===== config.mk =====
export PLATFORM = sky130hd
export DESIGN_NAME = job_priority_queue_scheduler
export DESIGN_NICKNAME = d
export VERILOG_FILES = /design/src/hdl/jpq_pkg.sv /design/src/hdl/jpq_ram.sv /design/src/hdl/jpq_svc.sv /design/src/hdl/job_priority_queue_scheduler.sv
export SDC_FILE = /design/constraint.sdc
export NUM_CORES = 2
export LEC_CHECK = 0
export BUFFER_PORTS_ARGS = -buffer_cell sky130_fd_sc_hd__buf_4
export CAP_MARGIN = 20
export CORE_MARGIN = 2
export CORE_UTILIZATION = 55
export CTS_BUF_LIST = sky130_fd_sc_hd__clkbuf_8
export DETAILED_ROUTE_END_ITERATION = 16
export PLACE_DENSITY = 0.71
export REMOVE_ABC_BUFFERS = 1
export SYNTH_ARGS = -nofsm -noshare
export SYNTH_HDL_FRONTEND = slang
export SYNTH_HIERARCHICAL = 1
export SYNTH_SLANG_ARGS = --single-unit

===== constraint.sdc =====
create_clock -name clk -period 8.52 [get_ports clk]
set_input_delay 0.852 -clock clk [delete_from_list [all_inputs] [get_ports clk]]
set_output_delay 0.852 -clock clk [all_outputs]
set_load 0.02 [all_outputs]

===== src/hdl/jpq_pkg.sv =====
// Shared types, codes and field widths of the job priority queue scheduler.
package jpq_pkg;

    localparam int TAG_W   = 8;
    localparam int ARR_W   = 11;
    localparam int DUR_W   = 10;
    localparam int KEY_W   = ARR_W + DUR_W;
    localparam int ENTRY_W = TAG_W + KEY_W;
    localparam int TIME_W  = 16;
    localparam int SUM_W   = 32;

    // Input item kind, carried on s_tuser
    localparam logic FUNC_ENQ = 1'b0;
    localparam logic FUNC_DEQ = 1'b1;

    // Result status, carried on m_tuser
    typedef enum logic [1:0] {
        STAT_ENQ   = 2'd0,
        STAT_DEQ   = 2'd1,
        STAT_EMPTY = 2'd2,
        STAT_FULL  = 2'd3
    } status_t;

    typedef enum logic [1:0] {
        ST_IDLE,
        ST_SHIFT,
        ST_POP,
        ST_DONE
    } state_t;

    // Dequeue event handed to the service-clock unit
    typedef struct packed {
        logic             pop;
        logic [ARR_W-1:0] arrival;
        logic [DUR_W-1:0] duration;
    } svc_req_t;

    // Service-clock unit answer
    typedef struct packed {
        logic [TIME_W-1:0] start_min;
        logic [TIME_W-1:0] wait_min;
        logic [SUM_W-1:0]  total_wait;
        logic [SUM_W-1:0]  total_busy;
    } svc_rsp_t;

endpackage


===== src/hdl/jpq_ram.sv =====
// Simple dual-port entry memory with a registered read port.
module jpq_ram #(
    parameter int DEPTH = 64,
    parameter int AW    = $clog2(DEPTH)
) (
    input  logic                        clk,
    input  logic                        we,
    input  logic [AW-1:0]               waddr,
    input  logic [jpq_pkg::ENTRY_W-1:0] wdata,
    input  logic [AW-1:0]               raddr,
    output logic [jpq_pkg::ENTRY_W-1:0] rdata
);
    import jpq_pkg::*;

    logic [ENTRY_W-1:0] mem [DEPTH];
    logic [ENTRY_W-1:0] rdata_reg;

    always_ff @(posedge clk)
    begin
        if (we)
        begin
            mem[waddr] <= wdata;
        end
    end

    always_ff @(posedge clk)
    begin
        rdata_reg <= mem[raddr];
    end

    assign rdata = rdata_reg;

endmodule


===== src/hdl/jpq_svc.sv =====
// Service clock and saturating wait/busy totals, updated on each dequeue.
module jpq_svc (
    input  logic              clk,
    input  logic              rst_n,
    input  jpq_pkg::svc_req_t req,
    output jpq_pkg::svc_rsp_t rsp
);
    import jpq_pkg::*;

    logic [TIME_W-1:0] clock_reg, clock_next;
    logic [SUM_W-1:0]  wait_sum_reg, wait_sum_next;
    logic [SUM_W-1:0]  busy_sum_reg, busy_sum_next;

    logic [TIME_W-1:0] arr16;
    logic [TIME_W-1:0] start_min;
    logic [TIME_W-1:0] wait_min;
    logic [TIME_W:0]   fin;
    logic [SUM_W:0]    wsum;
    logic [SUM_W:0]    bsum;

    always_comb
    begin
        arr16     = TIME_W'(req.arrival);
        start_min = (clock_reg > arr16) ? clock_reg : arr16;
        wait_min  = start_min - arr16;
        fin       = {1'b0, start_min} + (TIME_W + 1)'(req.duration);
        wsum      = {1'b0, wait_sum_reg} + (SUM_W + 1)'(wait_min);
        bsum      = {1'b0, busy_sum_reg} + (SUM_W + 1)'(req.duration);
        // saturate the clock and both totals
        clock_next    = fin[TIME_W]  ? '1 : fin[TIME_W-1:0];
        wait_sum_next = wsum[SUM_W]  ? '1 : wsum[SUM_W-1:0];
        busy_sum_next = bsum[SUM_W]  ? '1 : bsum[SUM_W-1:0];
    end

    always_ff @(posedge clk or negedge rst_n)
    begin
        if (!rst_n)
        begin
            clock_reg    <= '0;
            wait_sum_reg <= '0;
            busy_sum_reg <= '0;
        end
        else if (req.pop)
        begin
            clock_reg    <= clock_next;
            wait_sum_reg <= wait_sum_next;
            busy_sum_reg <= busy_sum_next;
        end
    end

    assign rsp.start_min  = start_min;
    assign rsp.wait_min   = wait_min;
    assign rsp.total_wait = wait_sum_reg;
    assign rsp.total_busy = busy_sum_reg;

endmodule


===== src/hdl/job_priority_queue_scheduler.sv =====
// Top level of the job priority queue scheduler: sorted job list in memory.
//
//  channel | dir | tdata (low bit first)                         | tuser
//  --------+-----+-----------------------------------------------+-------------
//  s_*     | in  | job_tag, arrival_minute, duration, pad to 32  | func
//  m_*     | out | out_tag, out_arrival, out_duration,           | status
//          |     | start_time, wait_time, total_wait,            |
//          |     | total_busy, occupancy, pad to whole bytes     |
//
// Steps: a dequeue passes accept, memory read and result; an empty dequeue
// or a full enqueue goes from accept straight to result. An enqueue moves
// each stored job with a larger key up, one job per cycle through the entry
// memory, reading one slot below while writing the slot above.
// Reset: asynchronous, active low; clears the count, head pointer, service
// clock and totals. The memory needs no clearing, since only held jobs are read.
// Stalls: a finished result waits in the output register; the next item is
// taken meanwhile and holds in its last state until the register frees.
module job_priority_queue_scheduler #(
    parameter int QUEUE_DEPTH = 64
) (
    input  logic clk,
    input  logic rst_n,

    input  logic        s_tvalid,
    output logic        s_tready,
    // job_tag[7:0], arrival_minute[18:8], duration[28:19], zero[31:29]
    input  logic [31:0] s_tdata,
    // func[0]
    input  logic        s_tuser,

    output logic        m_tvalid,
    input  logic        m_tready,
    // out_tag[7:0], out_arrival[18:8], out_duration[28:19], start_time[44:29],
    // wait_time[60:45], total_wait[92:61], total_busy[124:93],
    // occupancy[125 +: CW], zero above
    output logic [((125 + $clog2(QUEUE_DEPTH + 1) + 7) / 8) * 8 - 1:0] m_tdata,
    // status[1:0]
    output logic [1:0]  m_tuser
);
    import jpq_pkg::*;

    localparam int AW    = $clog2(QUEUE_DEPTH);
    localparam int CW    = $clog2(QUEUE_DEPTH + 1);
    localparam int OUT_W = ((125 + CW + 7) / 8) * 8;
    localparam logic [AW:0]   DEPTH_A = (AW + 1)'(QUEUE_DEPTH);
    localparam logic [CW-1:0] DEPTH_C = CW'(QUEUE_DEPTH);

    // Map a position in the list to a memory slot (circular, head at zero).
    function automatic logic [AW-1:0] slot_of(input logic [AW-1:0] head,
                                              input logic [AW-1:0] lpos);
        logic [AW:0] s;
        s = {1'b0, head} + {1'b0, lpos};
        if (s >= DEPTH_A)
        begin
            s = s - DEPTH_A;
        end
        return s[AW-1:0];
    endfunction

    // ---------------------------------------------------------------- state
    state_t state_reg, state_next;

    logic [CW-1:0] count_reg, count_next;
    logic [AW-1:0] head_reg,  head_next;
    logic [AW-1:0] pos_reg,   pos_next;

    // accepted item (payload, no reset)
    logic [TAG_W-1:0] item_tag_reg, item_tag_next;
    logic [ARR_W-1:0] item_arr_reg, item_arr_next;
    logic [DUR_W-1:0] item_dur_reg, item_dur_next;

    // result being built
    status_t           res_status_reg, res_status_next;
    logic [TAG_W-1:0]  res_tag_reg,    res_tag_next;
    logic [ARR_W-1:0]  res_arr_reg,    res_arr_next;
    logic [DUR_W-1:0]  res_dur_reg,    res_dur_next;
    logic [TIME_W-1:0] res_start_reg,  res_start_next;
    logic [TIME_W-1:0] res_wait_reg,   res_wait_next;

    // output register
    logic             m_tvalid_reg, m_tvalid_next;
    logic [OUT_W-1:0] m_tdata_reg,  m_tdata_next;
    status_t          m_tuser_reg,  m_tuser_next;

    // -------------------------------------------------------------- datapath
    logic               in_fire;
    logic               in_func;
    logic               out_load;
    logic               do_shift;
    logic [KEY_W-1:0]   item_key;
    logic [AW-1:0]      rd_lpos;
    logic               ram_we;
    logic [AW-1:0]      ram_waddr;
    logic [AW-1:0]      ram_raddr;
    logic [ENTRY_W-1:0] ram_wdata;
    logic [ENTRY_W-1:0] ram_rdata;
    svc_req_t           svc_req;
    svc_rsp_t           svc_rsp;

    assign in_fire  = s_tvalid && s_tready;
    assign in_func  = s_tuser;
    assign item_key = {item_arr_reg, item_dur_reg};
    // move the stored job up while its key is strictly greater (FIFO on ties)
    assign do_shift = (pos_reg != '0) && (ram_rdata[KEY_W-1:0] > item_key);
    assign out_load = !m_tvalid_reg || m_tready;

    jpq_ram #(
        .DEPTH (QUEUE_DEPTH),
        .AW    (AW)
    ) u_ram (
        .clk   (clk),
        .we    (ram_we),
        .waddr (ram_waddr),
        .wdata (ram_wdata),
        .raddr (ram_raddr),
        .rdata (ram_rdata)
    );

    jpq_svc u_svc (
        .clk   (clk),
        .rst_n (rst_n),
        .req   (svc_req),
        .rsp   (svc_rsp)
    );

    // ------------------------------------------------------------ next state
    always_comb
    begin
        state_next = state_reg;
        case (state_reg)
            ST_IDLE:
            begin
                if (in_fire)
                begin
                    if (in_func == FUNC_ENQ)
                    begin
                        state_next = (count_reg == DEPTH_C) ? ST_DONE : ST_SHIFT;
                    end
                    else
                    begin
                        state_next = (count_reg == '0) ? ST_DONE : ST_POP;
                    end
                end
            end
            ST_SHIFT:
            begin
                if (!do_shift)
                begin
                    state_next = ST_DONE;
                end
            end
            ST_POP:
            begin
                state_next = ST_DONE;
            end
            ST_DONE:
            begin
                if (out_load)
                begin
                    state_next = ST_IDLE;
                end
            end
            default:
            begin
                state_next = ST_IDLE;
            end
        endcase
    end

    // ------------------------------------------------------ control outputs
    always_comb
    begin
        s_tready      = 1'b0;
        ram_we        = 1'b0;
        ram_waddr     = slot_of(head_reg, pos_reg);
        ram_wdata     = do_shift ? ram_rdata : {item_tag_reg, item_arr_reg, item_dur_reg};
        rd_lpos       = '0;
        svc_req.pop      = 1'b0;
        svc_req.arrival  = ram_rdata[KEY_W-1:DUR_W];
        svc_req.duration = ram_rdata[DUR_W-1:0];
        case (state_reg)
            ST_IDLE:
            begin
                s_tready = 1'b1;
                // fetch the tail for an insert, the head for a pop
                if (in_func == FUNC_ENQ && count_reg != '0)
                begin
                    rd_lpos = count_reg[AW-1:0] - AW'(1);
                end
            end
            ST_SHIFT:
            begin
                ram_we = 1'b1;
                // prefetch the slot below the next write position
                if (do_shift && pos_reg > AW'(1))
                begin
                    rd_lpos = pos_reg - AW'(2);
                end
            end
            ST_POP:
            begin
                svc_req.pop = 1'b1;
            end
            ST_DONE:
            begin
                rd_lpos = '0;
            end
            default:
            begin
                rd_lpos = '0;
            end
        endcase
        ram_raddr = slot_of(head_reg, rd_lpos);
    end

    // ------------------------------------------------------ register updates
    always_comb
    begin
        count_next      = count_reg;
        head_next       = head_reg;
        pos_next        = pos_reg;
        item_tag_next   = item_tag_reg;
        item_arr_next   = item_arr_reg;
        item_dur_next   = item_dur_reg;
        res_status_next = res_status_reg;
        res_tag_next    = res_tag_reg;
        res_arr_next    = res_arr_reg;
        res_dur_next    = res_dur_reg;
        res_start_next  = res_start_reg;
        res_wait_next   = res_wait_reg;
        m_tvalid_next   = m_tvalid_reg && !m_tready;
        m_tdata_next    = m_tdata_reg;
        m_tuser_next    = m_tuser_reg;

        case (state_reg)
            ST_IDLE:
            begin
                if (in_fire)
                begin
                    item_tag_next  = s_tdata[7:0];
                    item_arr_next  = s_tdata[18:8];
                    item_dur_next  = s_tdata[28:19];
                    pos_next       = count_reg[AW-1:0];
                    res_tag_next   = '0;
                    res_arr_next   = '0;
                    res_dur_next   = '0;
                    res_start_next = '0;
                    res_wait_next  = '0;
                    if (in_func == FUNC_ENQ)
                    begin
                        res_status_next = (count_reg == DEPTH_C) ? STAT_FULL : STAT_ENQ;
                    end
                    else
                    begin
                        res_status_next = (count_reg == '0) ? STAT_EMPTY : STAT_DEQ;
                    end
                end
            end
            ST_SHIFT:
            begin
                if (do_shift)
                begin
                    pos_next = pos_reg - AW'(1);
                end
                else
                begin
                    count_next = count_reg + CW'(1);
                end
            end
            ST_POP:
            begin
                res_tag_next   = ram_rdata[ENTRY_W-1:KEY_W];
                res_arr_next   = ram_rdata[KEY_W-1:DUR_W];
                res_dur_next   = ram_rdata[DUR_W-1:0];
                res_start_next = svc_rsp.start_min;
                res_wait_next  = svc_rsp.wait_min;
                count_next     = count_reg - CW'(1);
                head_next      = slot_of(head_reg, AW'(1));
            end
            ST_DONE:
            begin
                if (out_load)
                begin
                    m_tvalid_next = 1'b1;
                    m_tuser_next  = res_status_reg;
                    m_tdata_next  = OUT_W'({count_reg, svc_rsp.total_busy,
                                            svc_rsp.total_wait, res_wait_reg,
                                            res_start_reg, res_dur_reg,
                                            res_arr_reg, res_tag_reg});
                end
            end
            default:
            begin
                count_next = count_reg;
            end
        endcase
    end

    // control registers
    always_ff @(posedge clk or negedge rst_n)
    begin
        if (!rst_n)
        begin
            state_reg    <= ST_IDLE;
            count_reg    <= '0;
            head_reg     <= '0;
            pos_reg      <= '0;
            m_tvalid_reg <= 1'b0;
        end
        else
        begin
            state_reg    <= state_next;
            count_reg    <= count_next;
            head_reg     <= head_next;
            pos_reg      <= pos_next;
            m_tvalid_reg <= m_tvalid_next;
        end
    end

    // payload registers
    always_ff @(posedge clk)
    begin
        item_tag_reg   <= item_tag_next;
        item_arr_reg   <= item_arr_next;
        item_dur_reg   <= item_dur_next;
        res_status_reg <= res_status_next;
        res_tag_reg    <= res_tag_next;
        res_arr_reg    <= res_arr_next;
        res_dur_reg    <= res_dur_next;
        res_start_reg  <= res_start_next;
        res_wait_reg   <= res_wait_next;
        m_tdata_reg    <= m_tdata_next;
        m_tuser_reg    <= m_tuser_next;
    end

    assign m_tvalid = m_tvalid_reg;
    assign m_tdata  = m_tdata_reg;
    assign m_tuser  = m_tuser_reg;

    // ------------------------------------------------------------ assertions
    // never hold more jobs than the memory has slots
    a_count_bound: assert property (@(posedge clk) disable iff (!rst_n)
        count_reg <= DEPTH_C)
        else $error("job count beyond queue depth");

    // an insert step never writes the slot it is prefetching
    a_no_rw_overlap: assert property (@(posedge clk) disable iff (!rst_n)
        (ram_we && state_reg == ST_SHIFT && do_shift && pos_reg > AW'(1))
            |-> (ram_waddr != ram_raddr))
        else $error("memory write collides with prefetch read");

    // an empty report shows zero occupancy
    a_empty_occ: assert property (@(posedge clk) disable iff (!rst_n)
        (m_tvalid && m_tuser == STAT_EMPTY) |-> (m_tdata[125 +: CW] == '0))
        else $error("empty status with jobs held");

    // a full report shows a full queue
    a_full_occ: assert property (@(posedge clk) disable iff (!rst_n)
        (m_tvalid && m_tuser == STAT_FULL) |-> (m_tdata[125 +: CW] == DEPTH_C))
        else $error("full status with free slots");

endmodule


==> key figures <==
Placed design
  • Final Wtd Congestion: approximately 0.89
  • HPWL Detailed: between 100000 and 150000 um
  • Port Buffers: 169
  • Place WS: around 1.6 ns

Final layout
  • Max reg flops: 1856
  • Most common cell after layout, fill and taps aside: edfxtp_1
  • Nets: between 5000 and 6000
  • Most frequent cells in the layout: edfxtp_1 (2082), mux2i_1 (380), clkbuf_8 (368)
  • Layout cells sized above 1: 0.231
  • Core Util, Final: 0.623
  • Area delta synth->final: 12.3%

Global route
  • GR Util met3: 0.0635
  • Number of global-route vias before repair: approximately 46000
  • First-pass GRT wire length: 317000 um
  • Met1 usage in global routing: 0.371
  • Grt met2 use: 0.406
  • Initial antenna violation count: 11
  • Busiest layer in global routing: met2
  • Total grt overflow: 0
  • Pin count of the biggest net entering global routing: between 80 and 90
  • GRT Util Overall: 0.268

Routing
  • Via density: a little over 6
  • Antenna-violating nets left: 0
  • # DRC: 0
  • DR iter-0 viols: between 6000 and 7000
  • Vias: approximately 48000
  • Wire per inst: about 29 um
  • Pre-Repair DR Iteration Count: 5
  • Routed WL: roughly 220000 um

Synthesis
  • Seq/Total Area, Yosys: 0.736
  • Post-Syn Area: just under 0.09 mm^2
  • Most used DFF post-synth: edfxtp_1
  • Area contributors post-synth: edfxtp_1 (70%), mux4_2 (7.3%), mux2i_1 (4.3%)
  • Synth async-reset ratio: 0.0461
  • Synth top area share: 0.701
  • Cells after Synth: approximately 4800
  • Mean post-synth cell area: 18.6 um^2
  • Ys Warns: 6
  • Synth area leader: edfxtp_1
  • Unique masters post-synth: 89
  • Post-synth EDFFs: ~2100
  • Yosys reg bits: between 2000 and 2500

Die
  • Die Wd: between 400 and 500 um
  • Io pins: between 150 and 200
  • Initial core utilization: 0.555
  • Die ar.: 0.165 mm^2
  • Rows: between 100 and 150
  • Core Footprint: 0.161 mm^2
  • Die H: approximately 410 um

Worst setup path
  • Critical Path RT: 9.48 ns
  • Reg2reg setup slack: 1.41 ns
  • Crit Path Class: flop to flop
  • Startpoint Class: flop
  • CP arrival: 8.08 ns
  • Worst-path maximum fanout: 37
  • Critical R2R Launch: u_ram/rdata[20]$_DFF_P_
  • Worst flop-to-flop path endpoint: u_ram/rdata[6]$_DFF_P_
  • R2R depth: 17
  • Critical path capture point type: flop

Clock tree
  • H-tree levels: 5
  • CTS max path bufs: 4
  • CTS sink cnt: ~2200
  • Post-CTS setup buffers: 0
  • CTS tree: built
  • Worst-Skew Late Latency: 1.06 ns
  • Root buffer cell: clkbuf_8
  • CTS clk-pin slew, worst paths: approximately 0.060 ns
  • CTS buffer count: between 300 and 400

Hold path
  • Worst min path class: input pin to flop
  • HP Start: s_tuser
  • Hold worst-path end: res_status_reg[0]$_DFFE_PP_
  • Worst Hold Depth: 3

Timing
  • Achievable Freq: 141 MHz
  • Least-Margin Pin Slew: approximately 1.4 ns
  • Final Hold Fails: 0
  • Setup ws final: 1.41 ns
  • Skew final: 0.0822 ns
  • Slew Limit Fails: 0
  • Setup violators final: 0
  • Setup tns final: 0 ns
  • Final Critical Period: approximately 7 ns
  • Slew margin rel.: 0.0675
  • RSZ-0062 raised after global routing: no
  • Final Cycle Share: 0.835

Status
  • Status: finished clean

Job
  • Max Cap Violations: 0
-- per-layer routing --
layer	share of wire	vias to the layer above	wire length, um
met4	0.048	2	10700
met1	0.39	24300	85100
met5	0.000059	-	13
li1	-	20300	-
met3	0.10	434	23200
met2	0.46	2439	102000
-- cell usage after synthesis, types with 7 or more instances --
cell type / number
a211oi_1: 30
a21o_1: 25
a21oi_1: 133
a22o_1: 9
a22oi_1: 161
a31oi_1: 57
a31oi_2: 8
and2_1: 65
and3_1: 15
buf_12: 7
buf_2: 61
buf_4: 41
buf_6: 25
buf_8: 7
clkbuf_1: 104
dfrtp_1: 102
dfxtp_1: 29
edfxtp_1: 2082
fa_1: 7
ha_1: 106
inv_1: 75
mux2_2: 103
mux2i_1: 380
mux4_1: 9
mux4_2: 291
nand2_1: 112
nand2b_1: 20
nand3_1: 51
nand3b_1: 13
nand4_1: 22
nor2_1: 167
nor2b_1: 45
nor3_1: 31
nor3_2: 19
o211a_1: 19
o211ai_1: 31
o21a_1: 11
o21ai_0: 63
o21bai_1: 10
o22ai_1: 48
o41ai_1: 8
or3_1: 10
xnor2_1: 50
xor2_1: 20
-- per-stage QoR --
| stage | cell area (um^2) | cells | hold WS [ns] |
|---|---|---|---|
| global placement | 93400 | 7016 | 0.401 |
| detailed placement | 93500 | 7024 | 0.405 |
| global route | 100000 | 7678 | 0.134 |
| CTS | 100000 | 7668 | 0.0444 |
| floorplan | 87700 | 4543 | 0.400 |
| finish | 100000 | 7680 | 0.144 |
-- worst max-delay path: stages, from the launching register on --
cell and delay, ns:
dfxtp_1 0.68, ha_1 0.23, nand4_1 0.17, nor4_2 0.36
nand2_1 0.35, o211ai_2 0.57, o21ai_4 0.08, or3b_1 0.46
o22ai_1 0.25, ha_4 0.18, fa_4 0.28, xor2_4 0.74
buf_12 0.33, nand3b_1 0.30, o22ai_1 0.21, o41ai_1 1.19
nand3_1 0.40, o21ai_0 0.16
-- cells by family (layout without fill, tap and decap cells) --
family          after synthesis  in the layout  synth area share
flops                      2213           2213             0.736
mux                         790            790             0.133
compound gates              672            672            0.0520
simple gates                605            605            0.0352
buf+inv                     324           1050            0.0205
fa+ha+maj                   113            113            0.0164
xor+xnor                     70             70           0.00687
other cells                   1              7         0.0000420
-- cell type report --
class | instances | area, um^2
sequential | 2213 | 65700
fill | 11300 | 60600
multi-input combinational | 2254 | 22200
clock buffer | 368 | 5060
timing repair buffer | 360 | 3100
tap | 2160 | 2700
clock inverter | 246 | 1140
inverter | 76 | 285
antenna | 3 | 7.51
-- worst max-delay path by stage --
stage | start | end | depth (start not counted)
after floorplan | item_dur_reg[2]$_DFFE_PP_ | u_ram/rdata[27]$_DFF_P_ | 16
after global routing | u_ram/rdata[19]$_DFF_P_ | u_svc/wait_sum_reg[28]$_DFFE_PN0P_ | 24
after global placement | u_ram/rdata[18]$_DFF_P_ | u_ram/rdata[16]$_DFF_P_ | 17
final | u_ram/rdata[20]$_DFF_P_ | u_ram/rdata[6]$_DFF_P_ | 17
after CTS | u_ram/rdata[18]$_DFF_P_ | u_svc/wait_sum_reg[30]$_DFFE_PN0P_ | 22
after detailed placement | u_ram/rdata[18]$_DFF_P_ | u_svc/wait_sum_reg[28]$_DFFE_PN0P_ | 22
-- what timing repair did --
action,4_1_cts,5_1_grt
hold endpoints to repair,76,0
hold buffers,30,0
gates resized for setup,0,0
Power is left out: the tool's default activity adds up to more than one toggle a clock period on the data nets, which glitch-free logic cannot reach.
